$ cat src/rtl/rtt_pkg.sv
// ---------------------------------------------------------------------------
// Retransmit timer table package
// Shared types, codes and constants of the retransmit timer table.
// ---------------------------------------------------------------------------
`default_nettype none

package rtt_pkg;

  localparam int unsigned TABLE_ENTRIES_DEF = 32;
  localparam int unsigned CONNECTIONS       = 16;
  localparam int unsigned PAYLOAD_SLOTS     = 1024;

  localparam int unsigned CONN_W   = $clog2(CONNECTIONS);
  localparam int unsigned HANDLE_W = $clog2(PAYLOAD_SLOTS);
  localparam int unsigned SERIAL_W = 32;
  localparam int unsigned TIME_W   = 32;

  // Configuration port.
  localparam int unsigned APB_DATA_W = 32;
  localparam int unsigned PADDR_W    = 3;
  localparam int unsigned REG_IDX_W  = 1;
  localparam logic [REG_IDX_W-1:0] REG_RESEND_INTERVAL = 1'b0;
  localparam logic [TIME_W-1:0]    INTERVAL_RESET      = 32'd100;

  typedef enum logic [1:0] {
    FUNC_PUSH = 2'd0,
    FUNC_ACK  = 2'd1,
    FUNC_TICK = 2'd2
  } func_e;

  typedef enum logic [2:0] {
    ST_PUSHED  = 3'd0,
    ST_FULL    = 3'd1,
    ST_ACKED   = 3'd2,
    ST_NOMATCH = 3'd3,
    ST_RESEND  = 3'd4,
    ST_DONE    = 3'd5
  } status_e;

  typedef struct packed {
    func_e                func;
    logic [CONN_W-1:0]    conn_id;
    logic [SERIAL_W-1:0]  serial;
    logic [HANDLE_W-1:0]  payload_handle;
    logic [TIME_W-1:0]    now;
  } req_t;

  typedef struct packed {
    status_e              status;
    logic [CONN_W-1:0]    out_conn;
    logic [SERIAL_W-1:0]  out_serial;
    logic [HANDLE_W-1:0]  out_handle;
    logic                 last;
  } rsp_t;

  typedef struct packed {
    logic [CONN_W-1:0]    conn;
    logic [SERIAL_W-1:0]  serial;
    logic [HANDLE_W-1:0]  handle;
    logic [TIME_W-1:0]    sent_time;
  } entry_t;

  // Commands from the controller to the datapath.
  typedef struct packed {
    logic    load_req;
    logic    idx_clr;
    logic    idx_inc;
    logic    rd_next;
    logic    wr_push;
    logic    wr_restamp;
    logic    wr_shift;
    logic    cnt_inc;
    logic    cnt_dec;
    logic    emit;
    status_e emit_status;
    logic    emit_entry;
    logic    emit_last;
  } ctrl_cmd_t;

  // Status from the datapath to the controller.
  typedef struct packed {
    func_e func;
    logic  full;
    logic  idx_end;
    logic  idx_last;
    logic  match;
    logic  expired;
  } dp_status_t;

endpackage

`default_nettype wire

$ cat src/rtl/rtt_regs.sv
// ---------------------------------------------------------------------------
// Retransmit timer table configuration registers
// APB-style register slave holding the resend interval.
// ---------------------------------------------------------------------------
`default_nettype none

module rtt_regs
  import rtt_pkg::*;
(
  input  wire logic                  clk_i,
  input  wire logic                  rst_ni,
  input  wire logic                  psel,
  input  wire logic                  penable,
  input  wire logic                  pwrite,
  input  wire logic [PADDR_W-1:0]    paddr,
  input  wire logic [APB_DATA_W-1:0] pwdata,
  output logic      [APB_DATA_W-1:0] prdata,
  output logic                       pready,
  output logic      [TIME_W-1:0]     interval_o
);

  logic [TIME_W-1:0]    interval_q;
  logic [REG_IDX_W-1:0] reg_idx;
  logic                 wr_en;

  assign reg_idx = paddr[PADDR_W-1:2];
  assign wr_en   = psel && penable && pwrite && (reg_idx == REG_RESEND_INTERVAL);
  assign pready  = 1'b1;

  always_ff @(posedge clk_i or negedge rst_ni) begin
    if (!rst_ni) begin
      interval_q <= INTERVAL_RESET;
    end else if (wr_en) begin
      interval_q <= pwdata[TIME_W-1:0];
    end
  end

  always_comb begin
    prdata = '0;
    if (reg_idx == REG_RESEND_INTERVAL) begin
      prdata = interval_q;
    end
  end

  assign interval_o = interval_q;

endmodule

`default_nettype wire

$ cat src/rtl/rtt_ctrl.sv
// ---------------------------------------------------------------------------
// Retransmit timer table controller
// Sequences push, ack search with close-up, and the timer scan.
// ---------------------------------------------------------------------------
`default_nettype none

module rtt_ctrl
  import rtt_pkg::*;
(
  input  wire logic       clk_i,
  input  wire logic       rst_ni,
  input  wire logic       start,
  output logic            busy,
  input  wire dp_status_t status_i,
  output ctrl_cmd_t       cmd_o
);

  typedef enum logic [8:0] {
    S_IDLE     = 9'b000000001,
    S_DISPATCH = 9'b000000010,
    S_PUSH     = 9'b000000100,
    S_ACK_RD   = 9'b000001000,
    S_ACK_CMP  = 9'b000010000,
    S_SHIFT_RD = 9'b000100000,
    S_SHIFT_WR = 9'b001000000,
    S_TICK_RD  = 9'b010000000,
    S_TICK_CMP = 9'b100000000
  } state_e;

  state_e state_q, state_d;

  always_ff @(posedge clk_i or negedge rst_ni) begin
    if (!rst_ni) begin
      state_q <= S_IDLE;
    end else begin
      state_q <= state_d;
    end
  end

  assign busy = (state_q != S_IDLE);

  always_comb begin
    state_d = state_q;
    cmd_o   = '0;
    case (state_q)
      S_IDLE: begin
        if (start) begin
          cmd_o.load_req = 1'b1;
          cmd_o.idx_clr  = 1'b1;
          state_d        = S_DISPATCH;
        end
      end
      S_DISPATCH: begin
        case (status_i.func)
          FUNC_PUSH: state_d = S_PUSH;
          FUNC_ACK:  state_d = S_ACK_RD;
          FUNC_TICK: state_d = S_TICK_RD;
          default:   state_d = S_IDLE;
        endcase
      end
      S_PUSH: begin
        cmd_o.emit      = 1'b1;
        cmd_o.emit_last = 1'b1;
        if (status_i.full) begin
          cmd_o.emit_status = ST_FULL;
        end else begin
          cmd_o.wr_push     = 1'b1;
          cmd_o.cnt_inc     = 1'b1;
          cmd_o.emit_status = ST_PUSHED;
        end
        state_d = S_IDLE;
      end
      S_ACK_RD: begin
        if (status_i.idx_end) begin
          cmd_o.emit        = 1'b1;
          cmd_o.emit_last   = 1'b1;
          cmd_o.emit_status = ST_NOMATCH;
          state_d           = S_IDLE;
        end else begin
          state_d = S_ACK_CMP;
        end
      end
      S_ACK_CMP: begin
        if (status_i.match) begin
          state_d = S_SHIFT_RD;
        end else begin
          cmd_o.idx_inc = 1'b1;
          state_d       = S_ACK_RD;
        end
      end
      // Close the gap: move the entry above the index down by one slot.
      S_SHIFT_RD: begin
        if (status_i.idx_last) begin
          cmd_o.cnt_dec     = 1'b1;
          cmd_o.emit        = 1'b1;
          cmd_o.emit_last   = 1'b1;
          cmd_o.emit_status = ST_ACKED;
          state_d           = S_IDLE;
        end else begin
          cmd_o.rd_next = 1'b1;
          state_d       = S_SHIFT_WR;
        end
      end
      S_SHIFT_WR: begin
        cmd_o.wr_shift = 1'b1;
        cmd_o.idx_inc  = 1'b1;
        state_d        = S_SHIFT_RD;
      end
      S_TICK_RD: begin
        if (status_i.idx_end) begin
          cmd_o.emit        = 1'b1;
          cmd_o.emit_last   = 1'b1;
          cmd_o.emit_status = ST_DONE;
          state_d           = S_IDLE;
        end else begin
          state_d = S_TICK_CMP;
        end
      end
      S_TICK_CMP: begin
        if (status_i.expired) begin
          cmd_o.wr_restamp  = 1'b1;
          cmd_o.emit        = 1'b1;
          cmd_o.emit_entry  = 1'b1;
          cmd_o.emit_status = ST_RESEND;
        end
        cmd_o.idx_inc = 1'b1;
        state_d       = S_TICK_RD;
      end
      default: begin
        state_d = S_IDLE;
      end
    endcase
  end

endmodule

`default_nettype wire

$ cat src/rtl/rtt_dpath.sv
// ---------------------------------------------------------------------------
// Retransmit timer table datapath
// Entry memory, fill count, scan index, comparators and result register.
// ---------------------------------------------------------------------------
`default_nettype none

module rtt_dpath
  import rtt_pkg::*;
#(
  parameter int unsigned TABLE_ENTRIES = TABLE_ENTRIES_DEF
) (
  input  wire logic              clk_i,
  input  wire logic              rst_ni,
  input  wire req_t              req_i,
  input  wire logic [TIME_W-1:0] interval_i,
  input  wire ctrl_cmd_t         cmd_i,
  output dp_status_t             status_o,
  output logic                   result_valid_o,
  output rsp_t                   rsp_o
);

  localparam int unsigned IDX_W = $clog2(TABLE_ENTRIES);
  localparam int unsigned CNT_W = $clog2(TABLE_ENTRIES + 1);

  req_t              req_q;
  entry_t            entry_mem_q [TABLE_ENTRIES];
  entry_t            rd_data_q;
  logic [CNT_W-1:0]  count_q;
  logic [CNT_W-1:0]  idx_q;
  logic [CNT_W-1:0]  idx_plus1;
  logic [IDX_W-1:0]  rd_addr;
  logic [IDX_W-1:0]  wr_addr;
  entry_t            wr_data;
  logic              wr_en;
  logic [TIME_W-1:0] age;
  logic              valid_q;
  rsp_t              rsp_q;

  assign idx_plus1 = idx_q + CNT_W'(1);

  always_ff @(posedge clk_i) begin
    if (cmd_i.load_req) begin
      req_q <= req_i;
    end
  end

  always_ff @(posedge clk_i or negedge rst_ni) begin
    if (!rst_ni) begin
      count_q <= '0;
      idx_q   <= '0;
    end else begin
      if (cmd_i.cnt_inc) begin
        count_q <= count_q + CNT_W'(1);
      end else if (cmd_i.cnt_dec) begin
        count_q <= count_q - CNT_W'(1);
      end
      if (cmd_i.idx_clr) begin
        idx_q <= '0;
      end else if (cmd_i.idx_inc) begin
        idx_q <= idx_plus1;
      end
    end
  end

  // Single write port; the read port serves either the index or the slot above it.
  assign rd_addr = cmd_i.rd_next ? idx_plus1[IDX_W-1:0] : idx_q[IDX_W-1:0];

  always_comb begin
    wr_en   = cmd_i.wr_push || cmd_i.wr_restamp || cmd_i.wr_shift;
    wr_addr = idx_q[IDX_W-1:0];
    wr_data = rd_data_q;
    if (cmd_i.wr_push) begin
      wr_addr           = count_q[IDX_W-1:0];
      wr_data.conn      = req_q.conn_id;
      wr_data.serial    = req_q.serial;
      wr_data.handle    = req_q.payload_handle;
      wr_data.sent_time = req_q.now;
    end else if (cmd_i.wr_restamp) begin
      wr_data.sent_time = req_q.now;
    end
  end

  always_ff @(posedge clk_i) begin
    if (wr_en) begin
      entry_mem_q[wr_addr] <= wr_data;
    end
    rd_data_q <= entry_mem_q[rd_addr];
  end

  assign age = req_q.now - rd_data_q.sent_time;

  always_comb begin
    status_o.func     = req_q.func;
    status_o.full     = (count_q == CNT_W'(TABLE_ENTRIES));
    status_o.idx_end  = (idx_q >= count_q);
    status_o.idx_last = (idx_plus1 >= count_q);
    status_o.match    = (rd_data_q.conn == req_q.conn_id) &&
                        (rd_data_q.serial == req_q.serial);
    status_o.expired  = (age >= interval_i);
  end

  always_ff @(posedge clk_i or negedge rst_ni) begin
    if (!rst_ni) begin
      valid_q <= 1'b0;
    end else begin
      valid_q <= cmd_i.emit;
    end
  end

  always_ff @(posedge clk_i) begin
    if (cmd_i.emit) begin
      rsp_q.status <= cmd_i.emit_status;
      rsp_q.last   <= cmd_i.emit_last;
      if (cmd_i.emit_entry) begin
        rsp_q.out_conn   <= rd_data_q.conn;
        rsp_q.out_serial <= rd_data_q.serial;
        rsp_q.out_handle <= rd_data_q.handle;
      end else begin
        rsp_q.out_conn   <= '0;
        rsp_q.out_serial <= '0;
        rsp_q.out_handle <= '0;
      end
    end
  end

  assign result_valid_o = valid_q;
  assign rsp_o          = rsp_q;

endmodule

`default_nettype wire

$ cat src/rtl/retransmit_timer_table.sv
// ---------------------------------------------------------------------------
// Retransmit timer table
// Ordered table of unacknowledged packets with push, ack and timer scan.
// ---------------------------------------------------------------------------
// A request is taken on req_i at a clock edge where start is high and busy is
// low; busy then stays high until the request's last result has been issued.
// Results appear on rsp_o for exactly one cycle each, marked by
// result_valid_o, and the receiver cannot hold them off. rsp_o.last marks the
// final result of a request. The user writes the resend interval via the APB
// port at byte address 0 only while the block is idle, which is not enforced.
// A push writes the request at the fill count or reports full. An ack compares
// entries in order and, on a match, moves each entry above it down one slot to
// close the gap. A tick scan restamps and reports each expired entry, then
// reports done. The entry memory has one write port and registered read data:
// each entry is read in one state and compared or written in the next.
// A new request can be accepted in the cycle of the final result.
// Reset empties the table and sets the resend interval to 100; no clearing
// pass is needed because the fill count bounds every read.
// ---------------------------------------------------------------------------
`default_nettype none

module retransmit_timer_table
  import rtt_pkg::*;
#(
  parameter int unsigned TABLE_ENTRIES = TABLE_ENTRIES_DEF
) (
  input  wire logic                  clk_i,
  input  wire logic                  rst_ni,
  input  wire logic                  start,
  output logic                       busy,
  input  wire req_t                  req_i,
  output logic                       result_valid_o,
  output rsp_t                       rsp_o,
  input  wire logic                  psel,
  input  wire logic                  penable,
  input  wire logic                  pwrite,
  input  wire logic [PADDR_W-1:0]    paddr,
  input  wire logic [APB_DATA_W-1:0] pwdata,
  output logic      [APB_DATA_W-1:0] prdata,
  output logic                       pready
);

  logic [TIME_W-1:0] interval;
  ctrl_cmd_t         cmd;
  dp_status_t        dp_status;

  rtt_regs u_regs (
    .clk_i      (clk_i),
    .rst_ni     (rst_ni),
    .psel       (psel),
    .penable    (penable),
    .pwrite     (pwrite),
    .paddr      (paddr),
    .pwdata     (pwdata),
    .prdata     (prdata),
    .pready     (pready),
    .interval_o (interval)
  );

  rtt_ctrl u_ctrl (
    .clk_i    (clk_i),
    .rst_ni   (rst_ni),
    .start    (start),
    .busy     (busy),
    .status_i (dp_status),
    .cmd_o    (cmd)
  );

  rtt_dpath #(
    .TABLE_ENTRIES (TABLE_ENTRIES)
  ) u_dpath (
    .clk_i          (clk_i),
    .rst_ni         (rst_ni),
    .req_i          (req_i),
    .interval_i     (interval),
    .cmd_i          (cmd),
    .status_o       (dp_status),
    .result_valid_o (result_valid_o),
    .rsp_o          (rsp_o)
  );

endmodule

`default_nettype wire

$ cat config.mk
export PLATFORM = sky130hd
export DESIGN_NAME = retransmit_timer_table
export DESIGN_NICKNAME = d
export VERILOG_FILES = /design/src/rtl/rtt_pkg.sv /design/src/rtl/rtt_regs.sv /design/src/rtl/rtt_ctrl.sv /design/src/rtl/rtt_dpath.sv /design/src/rtl/retransmit_timer_table.sv
export SDC_FILE = /design/constraint.sdc
export NUM_CORES = 2
export LEC_CHECK = 0
export ABC_CLOCK_PERIOD_IN_PS = 10700
export BUFFER_PORTS_ARGS = -buffer_cell sky130_fd_sc_hd__buf_2
export CAP_MARGIN = 20
export CORE_MARGIN = 3
export CORE_UTILIZATION = 45
export DETAILED_ROUTE_END_ITERATION = 8
export PLACE_DENSITY = 0.57
export SLEW_MARGIN = 30
export SYNTH_ARGS = -nofsm -noshare
export SYNTH_HDL_FRONTEND = slang
export SYNTH_SLANG_ARGS = --single-unit
$ cat constraint.sdc
create_clock -name clk_i -period 10.7 [get_ports clk_i]
set_input_delay 3.21 -clock clk_i [delete_from_list [all_inputs] [get_ports clk_i]]
set_output_delay 3.21 -clock clk_i [all_outputs]
set_load 0.02 [all_outputs]
## Word level (Yosys, flattened, before mapping)

Memory sizes are Yosys's and may differ from the RTL's. A register that Yosys moved wholly into a read port is not among the register bits.
Index checks and enable logic that the tools add are counted.

- Multiplexer cells: 41
- $add $sub $neg: 4
- Equal/unequal tests: 16
- Order comparisons: 3
- Reduce and logical (&&, ||, !) cells: 11
- Bitwise logic cells: 1

Operators with widths:

| kind | count |
|---|---|
| 32-bit two-way mux | 3 |
| 9-bit case mux with 8 select lines | 1 |
| 46-bit two-way mux | 1 |
| 32-bit equality test | 1 |
| 32-bit >= comparator | 1 |
| 32-bit subtractor | 1 |
| 6-bit two-way mux | 5 |
| 5-bit two-way mux | 5 |
| 8-bit case mux with 3 select lines | 1 |
| 4-bit case mux with 5 select lines | 1 |
| 9-bit two-way mux | 2 |
| 1-bit two-way mux | 15 |
| 6-bit by 1-bit adder with 6-bit output, second input constant | 2 |
| 6-bit >= comparator | 2 |
| 9-bit by 1-bit equality test with 1-bit output, second input constant | 1 |
| 9-bit by 2-bit equality test with 1-bit output, second input constant | 1 |
| 9-bit by 3-bit equality test with 1-bit output, second input constant | 1 |
| 9-bit by 4-bit equality test with 1-bit output, second input constant | 1 |
| 9-bit by 5-bit equality test with 1-bit output, second input constant | 1 |
| 9-bit by 6-bit equality test with 1-bit output, second input constant | 1 |
| 9-bit by 7-bit equality test with 1-bit output, second input constant | 1 |
| 9-bit by 8-bit equality test with 1-bit output, second input constant | 1 |
| 9-bit equality test, second input constant | 1 |
| 9-bit by 1-bit != test with 1-bit output, second input constant | 1 |
| 17 further kinds | 25 |

- Memory bits (writable): 2,496
- Output and inout bits: 85
- Input port bits: 121
- Memories: 1
- Register bits: 184
- Word-level logic and storage cells: 92

Memory list:

| name | depth | width | read ports | clocked after Yosys merged registers in | wr ports | RTL line | source |
|---|---|---|---|---|---|---|---|
| u_dpath.entry_mem_q | 32 | 78 | 1 | 1 | 1 | rtt_dpath.sv:26 | `entry_t entry_mem_q [TABLE_ENTRIES];` |

## Depth between registers and ports, before layout

- Word-level depth: 8
- Mapped depth: 25

## By module

A second synthesis with hierarchy kept.

- Cell total of the unflattened synthesis: 4,689
- Area, all modules: 107,499.4 um^2

By module, submodules not included:

| module | cells each | area each (um^2) | sequential area each (um^2) | times used |
|---|---|---|---|---|
| rtt_dpath | 4,509 | 105,277.2 | 80,742.4 | 1 |
| rtt_regs | 105 | 1,557.7 | 804.5 | 1 |
| rtt_ctrl | 75 | 664.4 | 226.5 | 1 |

## Least setup slack after synthesis

OpenSTA, ideal clock, no wires.

- Path kind: flip-flop to flip-flop
- Start: reg u_dpath.req_q[0] (netlist name)
- End: mem u_dpath.entry_mem_q[12][0] (netlist name) (enable)
- Data arrival time: 9.293 ns
- Clock period less this slack: 9.903 ns
- Slack: 0.797 ns
- Data required time: 10.090 ns
- Stages on the path, launching flop included: 23
- Cells stage by stage: edfxtp_1 > inv_1 > ha_1 > inv_1 > fa_1 > a21oi_1 > o2111ai_1 > a21oi_1 > o21ai_0 > a21o_1 > a21o_1 > a221o_1 > a21oi_1 > xnor2_1 > ha_1 > nand4_1 > nor3_1 > nand2_1 > nor4_1 > o211a_1 > a221o_1 > a21oi_1 > nor3_1

- Cells in the longest elaborated chain, start to end: 8

RTL lines:

| element | RTL line | source |
|---|---|---|
| from (decl) | rtt_dpath.sv:25 | `req_t req_q;` |
| from (signal assigned) | rtt_dpath.sv:43 | `req_q <= req_i;` |
| 32-bit subtractor | rtt_dpath.sv:90 | `assign age = req_q.now - rd_data_q.sent_time;` |
| 32-bit >= comparator | rtt_dpath.sv:99 | `status_o.expired = (age >= interval_i);` |
| 1-bit two-way mux | rtt_ctrl.sv:120 | `if (status_i.expired) begin` |
| 1-bit two-way mux | rtt_ctrl.sv:45 | `case (state_q)` |
| 1-bit logical OR (2 in series) | rtt_dpath.sv:69 | `wr_en = cmd_i.wr_push \|\| cmd_i.wr_restamp \|\| cmd_i.wr_shift;` |
| 1-bit two-way mux | rtt_dpath.sv:84 | `if (wr_en) begin` |
| 1-bit two-way mux (not written as such) | rtt_dpath.sv:85 | `entry_mem_q[wr_addr] <= wr_data;` |
| to (decl) | rtt_dpath.sv:26 |  |

No other way between the ends.

## Worst setup path after layout

- Start: reg u_dpath.req_q[1] (netlist name)
- End: mem u_dpath.entry_mem_q[16][32] (netlist name) (enable)

The elaborated chain is that of the path after synthesis.

==> flow_summary.yaml <==
drt:
  dr.pass1.iters: 6
  viasPerCell: 5.88
  ant_nets: 0
  wire_per_inst_um: 27.7
  dr_total_vias: 66916
  drt_wl_total_um: 315000
  drc: 0
  drt_iter0_markers: 8231
floorplan:
  die_h_um: 496
  start_util: 0.454
  dieArea_um2: 246000
  ios: 206
  die_w_um: 496
  core-area_um2: 239000
  num_rows: 179
clock_network:
  tritoncts: "done"
  postCtsSetupBuffers: 0
  clk_latency_ns: 0.93
  clockBufferDepth: 4
  cts_max_level: 5
  post_cts_resize_count: 0
  cts_hold_buf: 0
  cts_buffers: 306
  cts_root_buf: "clkbuf_16"
  cts.clk_slew.worst_paths_ns: 0.06
  cts_sinks: 2758
critical_path:
  timing.rr.start: "u_dpath.req_q[1]$_DFFE_PP_"
  cp-end-kind: "register"
  required_ns: 11.23
  arrival_ns: 8.98
  critPathKind: "reg2reg"
  crit_fanout: 31
  crit_start: "u_dpath.req_q[1]$_DFFE_PP_"
  critPathLaunchType: "register"
yosys:
  netlist.area_leader.share: 0.728
  synthTopCellsByArea: "edfxtp_1 73%, nand2_1 7.2%, nand3_1 3.0%, mux2i_1 2.4%, a32oi_1 2.1%"
  syn_inst: 7776
  yosysUniqueCellTypes: 66
  ys_ff_latch: 2758
  synth_top_area_cell: "edfxtp_1"
  yosysMostFrequentCell: "edfxtp_1"
  syn_nets: 7979
  synth_commonest_cells: "2626 x edfxtp_1, 2066 x nand2_1, 648 x nand3_1"
  synth_edf_count: 2626
  ys_seq_area_frac: 0.755
  async_flop_share: 0.0196
  synth_area_um2: 108000
  synthFlopType: "edfxtp_1"
  avgSynthCellArea_um2: 13.9
  ys_warn_count: 0
sta:
  worstMarginPinSlew_ns: 1.09
  hold_viol_final: 0
  clock.fmax_mhz: 118
  fin_setup_tns_ns: 0
  slew_headroom: 0.275
  finalSetupViolCount: 0
  rsz0062_at_grt: "false"
  fin_worst_skew_ns: 0.0557
  fin_crit_ns: 8.45
  fin_crit_sh: 0.790
  maxSlewViolCount: 0
power_and_ir_drop:
  p_seq_frac: 0.515
  p_clk_frac: 0.434
  p_comb_frac: 0.051
  powerDensity_nw_per_um2: 191
  swShare: 0.215
  ir_drop_mv: 0.121
  leakage_nw: 43.4
  p_switching_mw: 5.06
  internal_power_mw: 18.4
final_layout:
  postLayoutCellArea_um2: 123000
  areaGrowthSynthToFinish_pct: 13.9
  fin_nets: 8186
  drive_gt1_frac: 0.113
placement:
  io_buffers: 202
  placed_cell_area_um2: 114000
  gp_congestion: 0.820
  dpl.hpwl_um: 155000
worst_hold_path:
  holdCritStartpoint: "u_regs.interval_o[17]$_DFFE_PN0P_"
  hold_class: "reg2reg"
grt:
  track_usage: 0.251
  overflow: 0
  grt_pass1_vias: 63920
  grt_max_degree: 188
  antenna_found_initial: 10
  grt_pass1_wl_um: 451000
run_status:
  status: "finished clean"
job:
  drv_cap: 0
[worst paths after layout]
path | end | slack (ns) | cells past startpoint
worst min-delay path | u_regs.interval_o[17]$_DFFE_PN0P_ | 0.50 | 1
min in group asynchronous | u_regs.interval_o[27]$_DFFE_PN0P_ | 2.42 | 2
max in group asynchronous | u_dpath.count_q[0]$_DFFE_PN0P_ | 7.77 | 2
worst max-delay path | u_dpath.entry_mem_q[16][32]$_DFFE_PP_ | 2.25 | 23
worst min register to register | u_regs.interval_o[17]$_DFFE_PN0P_ | 0.50 | 1
worst max register to register | u_dpath.entry_mem_q[16][32]$_DFFE_PP_ | 2.25 | 23
[power groups by stage]
stage,Clock [mW],Combinational [mW],Sequential [mW]
finish,10.2,1.20,12.1
CTS,10.3,1.20,12.1
global route,10.8,1.33,12.1
detailed placement,0,1.19,12.3
floorplan,0,0.814,12.3
global placement,0,1.17,12.3
[critical path: stages, from the launching register on]
cell and delay, ns:
edfxtp_1 0.43, ha_1 0.29, nor2b_1 0.15, o31a_1 0.29
o311ai_0 0.81, nand2_1 0.16, nor2_1 0.22, o21bai_1 0.10
a2111oi_0 0.56, nor3_1 0.15, xor2_1 0.17, ha_1 0.30
nand4_1 0.10, nor3_1 0.40, nand2_1 0.21, nor4_1 0.26
o211a_1 0.19, a221o_1 0.22, a21oi_4 0.04, buf_4 0.27
nor3_2 0.77, buf_4 0.51, buf_4 0.60, buf_4 0.76
[metal layers]
metal / up-vias / part of all wire / global-route usage
met5: - / 0 / 0
met4: 0 / 0.025 / 0.0685
met3: 506 / 0.079 / 0.0340
met2: 2932 / 0.46 / 0.389
met1: 34004 / 0.44 / 0.374
li1: 29474 / - / -
[cell usage in the layout (no fill, tap or decap), types with 50 or more instances in the layout]
cell and instances:
nand3_1 648, nor4_1 67, ha_1 80, clkbuf_16 315, clkinv_1 56, dfrtp_1 50, mux2i_1 261, o21ai_0 60
a32oi_1 254, a31oi_1 341, nand2_1 2040, clkbuf_1 76, xnor2_1 60, buf_4 118, inv_1 80, nor2_1 75
dfxtp_1 78, buf_2 202, and2_1 87, nand4_1 53, edfxtp_1 2626
[cell families after synthesis]
| group | share of synthesized area |
|---|---|
| buf+inv | 0.0194 |
| xor+xnor | 0.00702 |
| compound gates | 0.0577 |
| simple gates | 0.123 |
| other cells | 0.0000346 |
| mux | 0.0279 |
| fa+ha+maj | 0.00962 |
| flops | 0.755 |
[registers in the layout (all words and copies together) (netlist names), 2 cells and up]
| signal | flops |
|---|---|
| u_dpath.status_o | 2 |
| u_dpath.rd_data_q | 78 |
| u_dpath.count_q | 6 |
| u_regs.interval_o | 32 |
| u_dpath.rsp_o | 50 |
| u_ctrl.state_q | 9 |
| u_dpath.req_q | 78 |
| u_dpath.entry_mem_q | 2496 |
| u_dpath.idx_q | 6 |
[cell type report]
cell class | instances | area (um2)
antenna | 7 | 17.5
clock buffer | 407 | 8390
clock inverter | 129 | 1220
fill | 19811 | 115000
inverter | 85 | 323
multi-input combinational | 4473 | 25000
sequential | 2758 | 81800
tap | 3167 | 3960
timing repair buffer | 359 | 2630
[through the flow]
stage | total power, mW | util | cells | setup WS (ns) | hold slack [ns]
6_report | 23.5 | 0.517 | 11385 | 2.25 | 0.502
5_1_grt | 24.2 | 0.517 | 11380 | 1.71 | 0.517
4_1_cts | 23.6 | 0.516 | 11374 | 2.31 | 0.506
3_5_place_dp | 13.5 | 0.476 | 10838 | 2.37 | 0.492
3_3_place_gp | 13.5 | 0.475 | 10835 | 2.27 | 0.487
2_1_floorplan | 13.1 | - | 7776 | 0.797 | 0.449
Power figures use the tool's default switching activity.
